==> src/sv/hhm_pkg.sv <==
// ----------------------------------------------------------------------------
// hhm_pkg: shared types and constants of the HSV / heat-map color mapper
// Field widths, fixed-point constants, operation codes and the structs
// passed between the heat-hue divider and the HSV pipeline.
// ----------------------------------------------------------------------------
package hhm_pkg;

	localparam int HUE_W   = 16;              // Q0.16 hue
	localparam int CHAN_W  = 17;              // Q1.16 saturation / value
	localparam int FORCE_W = 32;              // Q16.16 force
	localparam int COLOR_W = 8;               // output channel
	localparam int QUO_W   = HUE_W;           // heat hue quotient bits
	localparam int DIV_W   = FORCE_W + 5;     // 20 * full scale
	localparam int REM_W   = DIV_W;           // divider remainder

	localparam int HEAT_NUM = 13;             // 0.65 = 13 / 20
	localparam int HEAT_DEN = 20;
	localparam int CH_MAX   = 255;

	localparam logic [CHAN_W-1:0]  ONE_Q16        = CHAN_W'(65536);
	localparam logic [FORCE_W-1:0] FULL_SCALE_RST = FORCE_W'(65536);

	typedef enum logic {
		OP_HSV  = 1'b0,
		OP_HEAT = 1'b1
	} op_t;

	typedef struct packed {
		logic [HUE_W-1:0]  hue;
		logic [CHAN_W-1:0] sat;
		logic [CHAN_W-1:0] val;
	} hsv_t;

	// Sideband carried alongside the divider
	typedef struct packed {
		op_t  op;
		logic hot;
		hsv_t hsv;
	} side_t;

	typedef struct packed {
		logic [COLOR_W-1:0] red;
		logic [COLOR_W-1:0] green;
		logic [COLOR_W-1:0] blue;
	} rgb_t;

endpackage

==> src/sv/hhm_heat.sv <==
// ----------------------------------------------------------------------------
// hhm_heat: heat-map hue stage
// Maps a force magnitude to the hue (1 - F/M) * 0.65 through a pipelined
// restoring divider, one quotient bit per stage. HSV requests ride along.
// ----------------------------------------------------------------------------
module hhm_heat import hhm_pkg::*; (
	input  logic               clk,
	input  logic               arst_n,
	input  logic               adv,
	input  logic               in_valid,
	input  op_t                in_op,
	input  hsv_t               in_hsv,
	input  logic [FORCE_W-1:0] force_magnitude,
	input  logic [FORCE_W-1:0] full_scale,
	input  logic [DIV_W-1:0]   divisor,
	output logic               out_valid,
	output hsv_t               out_hsv
);

	logic               v_s1;
	side_t              side_s1;
	logic [FORCE_W-1:0] diff_s1;

	logic               v_sd    [0:QUO_W];
	side_t              side_sd [0:QUO_W];
	logic [REM_W-1:0]   rem_sd  [0:QUO_W];
	logic [QUO_W-1:0]   quo_sd  [0:QUO_W];

	// Stage 1: distance to full scale, saturation test
	always_ff @(posedge clk or negedge arst_n) begin
		if (!arst_n) begin
			v_s1 <= 1'b0;
		end else if (adv) begin
			v_s1 <= in_valid;
		end
	end

	always_ff @(posedge clk) begin
		if (adv) begin
			side_s1.op  <= in_op;
			side_s1.hot <= force_magnitude >= full_scale;
			side_s1.hsv <= in_hsv;
			diff_s1     <= full_scale - force_magnitude;
		end
	end

	// Stage 2: dividend (M - F) * 13, held below 20 * M
	always_ff @(posedge clk or negedge arst_n) begin
		if (!arst_n) begin
			v_sd[0] <= 1'b0;
		end else if (adv) begin
			v_sd[0] <= v_s1;
		end
	end

	always_ff @(posedge clk) begin
		if (adv) begin
			side_sd[0] <= side_s1;
			quo_sd[0]  <= '0;
			if (side_s1.hot || side_s1.op == OP_HSV) begin
				rem_sd[0] <= '0;
			end else begin
				rem_sd[0] <= REM_W'(diff_s1) * REM_W'(HEAT_NUM);
			end
		end
	end

	// One quotient bit per stage
	for (genvar k = 0; k < QUO_W; k++) begin : g_div
		logic [REM_W:0] dbl;
		logic           fits;

		assign dbl  = {rem_sd[k], 1'b0};
		assign fits = dbl >= {1'b0, divisor};

		always_ff @(posedge clk or negedge arst_n) begin
			if (!arst_n) begin
				v_sd[k+1] <= 1'b0;
			end else if (adv) begin
				v_sd[k+1] <= v_sd[k];
			end
		end

		always_ff @(posedge clk) begin
			if (adv) begin
				side_sd[k+1] <= side_sd[k];
				quo_sd[k+1]  <= {quo_sd[k][QUO_W-2:0], fits};
				if (fits) begin
					rem_sd[k+1] <= REM_W'(dbl - {1'b0, divisor});
				end else begin
					rem_sd[k+1] <= REM_W'(dbl);
				end
			end
		end
	end

	assign out_valid = v_sd[QUO_W];

	// Heat requests take the quotient as hue at full saturation and value
	always_comb begin
		out_hsv = side_sd[QUO_W].hsv;
		if (side_sd[QUO_W].op == OP_HEAT) begin
			out_hsv.hue = side_sd[QUO_W].hot ? '0 : quo_sd[QUO_W];
			out_hsv.sat = ONE_Q16;
			out_hsv.val = ONE_Q16;
		end
	end

endmodule

==> config.mk <==
export PLATFORM = sky130hd
export DESIGN_NAME = hhm_heat
export DESIGN_NICKNAME = d
export VERILOG_FILES = /design/src/sv/hhm_pkg.sv /design/src/sv/hhm_heat.sv
export SDC_FILE = /design/constraint.sdc
export NUM_CORES = 2
export LEC_CHECK = 0
export ABC_CLOCK_PERIOD_IN_PS = 3500
export BUFFER_PORTS_ARGS = -buffer_cell sky130_fd_sc_hd__buf_2
export CORE_ASPECT_RATIO = 1.2
export CORE_MARGIN = 2
export CORE_UTILIZATION = 55
export CTS_BUF_LIST = sky130_fd_sc_hd__clkbuf_4 sky130_fd_sc_hd__clkbuf_8
export DETAILED_ROUTE_END_ITERATION = 16
export HOLD_SLACK_MARGIN = 0.02
export PLACE_DENSITY = 0.73
export SLEW_MARGIN = 20
export SYNTH_ARGS = -nofsm -noshare
export SYNTH_HDL_FRONTEND = slang
export SYNTH_SLANG_ARGS = --single-unit
==> constraint.sdc <==
create_clock -name clk -period 3.5 [get_ports clk]
set_input_delay 0.7 -clock clk [delete_from_list [all_inputs] [get_ports clk]]
set_output_delay 0.7 -clock clk [all_outputs]
set_load 0.02 [all_outputs]
## Word level (Yosys, flattened, before mapping)

Memories as Yosys holds them, arrays and structs flattened.
Index checks and enable logic that the tools add are counted.

| cells by class | value |
|---|---|
| add/subtract/negate cells | 17 |
| multiply operators | 1 |
| $lt $le $gt $ge | 17 |
| multiplexer cells | 123 |
| bitwise operators | 18 |
| reductions and logical operators | 1 |

Operator list:

| cell | count |
|---|---|
| $mux W37 | 17 |
| $ge A38 B37 Y1 | 16 |
| $sub A37 B37 Y37 | 16 |
| $mux W1 | 104 |
| $mux W50 | 1 |
| $mul A32 B4 Y36 const B | 1 |
| $ge A32 B32 Y1 | 1 |
| $sub A32 B32 Y32 | 1 |
| $or A1 B1 Y1 | 17 |
| $mux W16 | 1 |
| $logic_or A1 B1 Y1 | 1 |
| $not A1 Y1 | 1 |

| storage, ports and cells | value |
|---|---|
| flip-flop bits (word level) | 102 |
| memory bits (writable) | 1785 |
| bits of input ports | 156 |
| output and inout port bits | 51 |
| word-level logic and storage cells | 204 |
| memories kept | 3 |

Memories:

| memory | depth | bits a word | rd ports | clocked after memory_dff | wr ports | line | source |
|---|---|---|---|---|---|---|---|
| side_sd | 17 | 52 | 17 | 0 | 17 | hhm_heat.sv:25 | `side_t side_sd [0:QUO_W];` |
| rem_sd | 17 | 37 | 16 | 0 | 17 | hhm_heat.sv:26 | `logic [REM_W-1:0] rem_sd [0:QUO_W];` |
| quo_sd | 17 | 16 | 17 | 0 | 17 | hhm_heat.sv:27 | `logic [QUO_W-1:0] quo_sd [0:QUO_W];` |

## Logic depth before layout (Yosys ltp)

| depth | value |
|---|---|
| word-level depth | 6 |
| depth in mapped cells | 16 |
| depth with buffers taken out | 15 |

## Worst setup path before layout

No wires, ideal clock.

| path | value |
|---|---|
| path type | input -> register |
| start point | in divisor[0] |
| end point | mem rem_sd[6][24] in the netlist's numbering, data pin |
| data arrival time | 3845 ps |
| required time | 3238 ps |
| path slack | -607 ps |
| stages | 14 |
| path through | buf_2 > inv_2 > clkbuf_1 > ha_1 > nand3_1 > or4b_1 > or4_1 > o21ai_1 > nor3_1 > a21oi_1 > or2_1 > buf_2 > buf_6 > mux2_1 |

RTL lines:

| item | line | source |
|---|---|---|
| start, declared | hhm_heat.sv:15 | `input logic [DIV_W-1:0] divisor,` |
| end, declared | hhm_heat.sv:26 |  |

==> results.yml <==
run_status:
  status: "finished, violations left"
  violations_in_the_final_reports: "negative setup slack"
timing:
  hold-worst-slack_ns: 0.161
  tightestPinTransition_ns: 1.09
  grt_setup_unrepaired: "true"
  finalSetupViolations: 59
  timing.slew.headroom: 0.266
  post-route-worst-setup-slack_ns: -0.468
  timing.fmax_mhz: 252
  final.period_utilization: 1.13
  hold_viol_final: 0
  finalWorstPathRequiredPeriod_ns: 3.97
  fin_worst_skew_ns: 0.0859
  final_max_slew_violation_count: 0
clock_network:
  clkLatencyLatePin_ns: 1.03
  clk_path_buf_depth: 4
  cts_inserted_buffers: 288
  htreeDepth: 5
  cts_root_buf: "sky130_fd_sc_hd__clkbuf_8"
  cts_tree: "done"
  clock_pin_slew_on_the_worst_setup_and_hold_paths_ns: 0.06
  clock_sinks: 1713
synth:
  synth_seq_area_share: 0.552
  synth.ff_latch_count: 1713
  syn-mean-instance-area_um2: 11.9
  postSynth.asyncResetShare: 0.0105
  synth.yosys.warnings: 0
  synthDominantAreaCellType: "sky130_fd_sc_hd__edfxtp_1"
  number_of_synthesized_flops_with_an_enable_pin: 1695
  synth-main-ff-cell: "sky130_fd_sc_hd__edfxtp_1"
  top_post_synthesis_cells_by_area: "sky130_fd_sc_hd__edfxtp_1 55%, sky130_fd_sc_hd__ha_1 9.3%, sky130_fd_sc_hd__a21oi_1 3.8%"
  ys_types: 98
  synth.cell_area_mm2: 0.0930
  synthesis.nets: 8696
  post_syn_instances: 7804
  synth_top_cell_area_share: 0.547
global_routing:
  groute.usage.overall: 0.303
  grt_pass1_wl_um: 398000
  globalRouteOverflowTotal: 0
  grt_antenna_before_repair: 7
  first_global_vias: 75600
  grt_max_degree: 175
pwr:
  total_power_mw: 108
  power.leakage_nw: 52.1
  powerDensity_mw_per_mm2: 879
  power.ir.vdd_worst_mv: 0.556
routing:
  drcViolationCount: 0
  dr_total_vias: 72200
  post_drt_wl_per_cell_um: 21.1
  dr_vias_cell: 5.64
  finalWirelength_um: 271000
  drt_iter0_drc: 4168
  route.antenna.remaining_nets: 0
  first_pass_iters: 6
floorplan:
  number_of_placed_i_o_pins: 207
  chipWidth_um: 379
  initial_utilization: 0.553
  rows: 165
  floorplan.die.height_um: 455
  die_area_mm2: 0.172
  design.core.area_mm2: 0.168
placed_design:
  post-place-cells: 12100
  gp_congestion: 0.991
  dp_hpwl_um: 198000
  port_buffers: 206
setup_path:
  rrSetupSlack_ns: -0.47
  end_kind: "register"
  worst_path_dominant_cell_family: "adder cells"
  path_max_fanout: 3
  critPathSlowestCell: "sky130_fd_sc_hd__fa_2"
  path_cells: "ha_4, fa_2, buf_6, fa_2, a21o_1, a21o_1, a21oi_4, nor2_4, a31oi_1, buf_4, nor3_4, buf_6, nor4_4, o21bai_1, xnor2_1, nor2_1"
  data_arrival_critical_path_ns: 4.67
  timing.critical_path.buf_inv: 3
  criticalPathCategory: "register to register"
  cp-start-kind: "register"
  critPathRequiredTime_ns: 4.20
  critPathMaxStageDelay_ns: 0.50
flow_run:
  max_cap_violations: 0
hold_path:
  hold_class: "input port to register"
layout:
  areaGrowthSynthToFinish_pct: 32.0
  layout_cells_sized_above_1: 0.319
  nets: 11200
  finish.cell_count_without_fillers: 12800
## routing by layer
layer	part of all wire	routed length, um	global-route usage
met5	0	0	0
met4	0.10	26900	0.249
met3	0.033	9040	0.0390
met2	0.54	145000	0.574
met1	0.33	89700	0.287
## stage by stage
step | utilization | setup WS [ns] | cell area, um^2 | setup TNS (ns)
after floorplan | - | -0.372 | 93800 | -109.91
after global placement | 0.672 | -1.02 | 113000 | -437.78
after global routing | 0.730 | -0.584 | 123000 | -18.17
final | 0.730 | -0.468 | 123000 | -11.70
after CTS | 0.717 | -0.383 | 121000 | -11.99
after detailed placement | 0.672 | -1.09 | 113000 | -466.40
## worst paths after layout
path	startpoint	end	cells after the start
max reg2reg	diff_s1[2]	rem_sd[0][29]	16
max	diff_s1[2]	rem_sd[0][29]	16
min	adv	rem_sd[9][34]	1
min reg2reg	side_sd[0][578]	side_sd[0][630]	0
min in group asynchronous	arst_n	v_sd[14]	2
max in group asynchronous	arst_n	v_sd[11]	2
## Yosys cell counts (73+ instances only)
library cell / number
sky130_fd_sc_hd__a211oi_1: 73
sky130_fd_sc_hd__nor3_1: 95
sky130_fd_sc_hd__xnor2_1: 313
sky130_fd_sc_hd__nand2b_1: 91
sky130_fd_sc_hd__o21ai_0: 389
sky130_fd_sc_hd__nand4_1: 103
sky130_fd_sc_hd__a21oi_1: 715
sky130_fd_sc_hd__o21ai_1: 89
sky130_fd_sc_hd__nor2b_1: 110
sky130_fd_sc_hd__nor2_1: 479
sky130_fd_sc_hd__o21bai_1: 90
sky130_fd_sc_hd__a31oi_1: 85
sky130_fd_sc_hd__xor2_1: 206
sky130_fd_sc_hd__inv_1: 367
sky130_fd_sc_hd__mux2_1: 151
sky130_fd_sc_hd__clkbuf_1: 176
sky130_fd_sc_hd__ha_1: 691
sky130_fd_sc_hd__nand3_1: 123
sky130_fd_sc_hd__mux2_2: 95
sky130_fd_sc_hd__nand2_1: 521
sky130_fd_sc_hd__edfxtp_1: 1695
sky130_fd_sc_hd__o21a_1: 91
sky130_fd_sc_hd__a21o_1: 336
## sequential cells by signal (all words and copies together) (netlist names)
name       count
quo_sd       136
side_s1       52
side_sd      884
out_valid      1
v_s1           1
v_sd          16
rem_sd       591
diff_s1       32
## area by class of cell
class                           instances  area (um^2)
Tap cell                             2254         2820
Clock buffer                          369         4620
Inverter                              370         1460
Sequential cell                      1713        51300
Clock inverter                        113          759
Timing Repair Buffer                 2478        19800
Multi-Input combinational cell       5500        41900
Antenna cell                            4         10.0
Fill cell                           11100        45500
## cells in the final DEF, fill, tap and decap left out, types with 205 or more instances in the layout
master / n
sky130_fd_sc_hd__nand2_1: 514
sky130_fd_sc_hd__a21o_1: 335
sky130_fd_sc_hd__xor2_1: 206
sky130_fd_sc_hd__nor2_1: 465
sky130_fd_sc_hd__a21oi_1: 676
sky130_fd_sc_hd__clkbuf_8: 295
sky130_fd_sc_hd__buf_4: 2078
sky130_fd_sc_hd__edfxtp_1: 1695
sky130_fd_sc_hd__inv_1: 338
sky130_fd_sc_hd__o21ai_0: 369
sky130_fd_sc_hd__buf_2: 205
sky130_fd_sc_hd__ha_1: 626
sky130_fd_sc_hd__xnor2_1: 310
## cell families after synthesis
| group | Yosys count | share of synthesized area |
|---|---|---|
| AOI/OAI and AO/OA | 2208 | 0.149 |
| and+or+nand+nor | 1774 | 0.0911 |
| DFF | 1713 | 0.552 |
| adders and majority gates | 736 | 0.103 |
| buffers and inverters | 594 | 0.0249 |
| xor gates and xnor gates | 519 | 0.0489 |
| muxes | 260 | 0.0313 |
## report_power, final
part           internal, mW  switching [mW]
Combinational          30.2            28.7
Clock                  9.31            7.99
Sequential             29.2            2.54
Total                  68.7            39.2
## repair_timing
item                                    CTS  global route
gates cloned                              5            27
resized for setup                       195           239
hold endpoints to repair                 70             0
pin swaps                                99           126
buffers inserted                         61            66
hold buffers                             53             0
endpoints found under the setup margin  254           429
No activity file was read; power rests on OpenSTA's default activity.
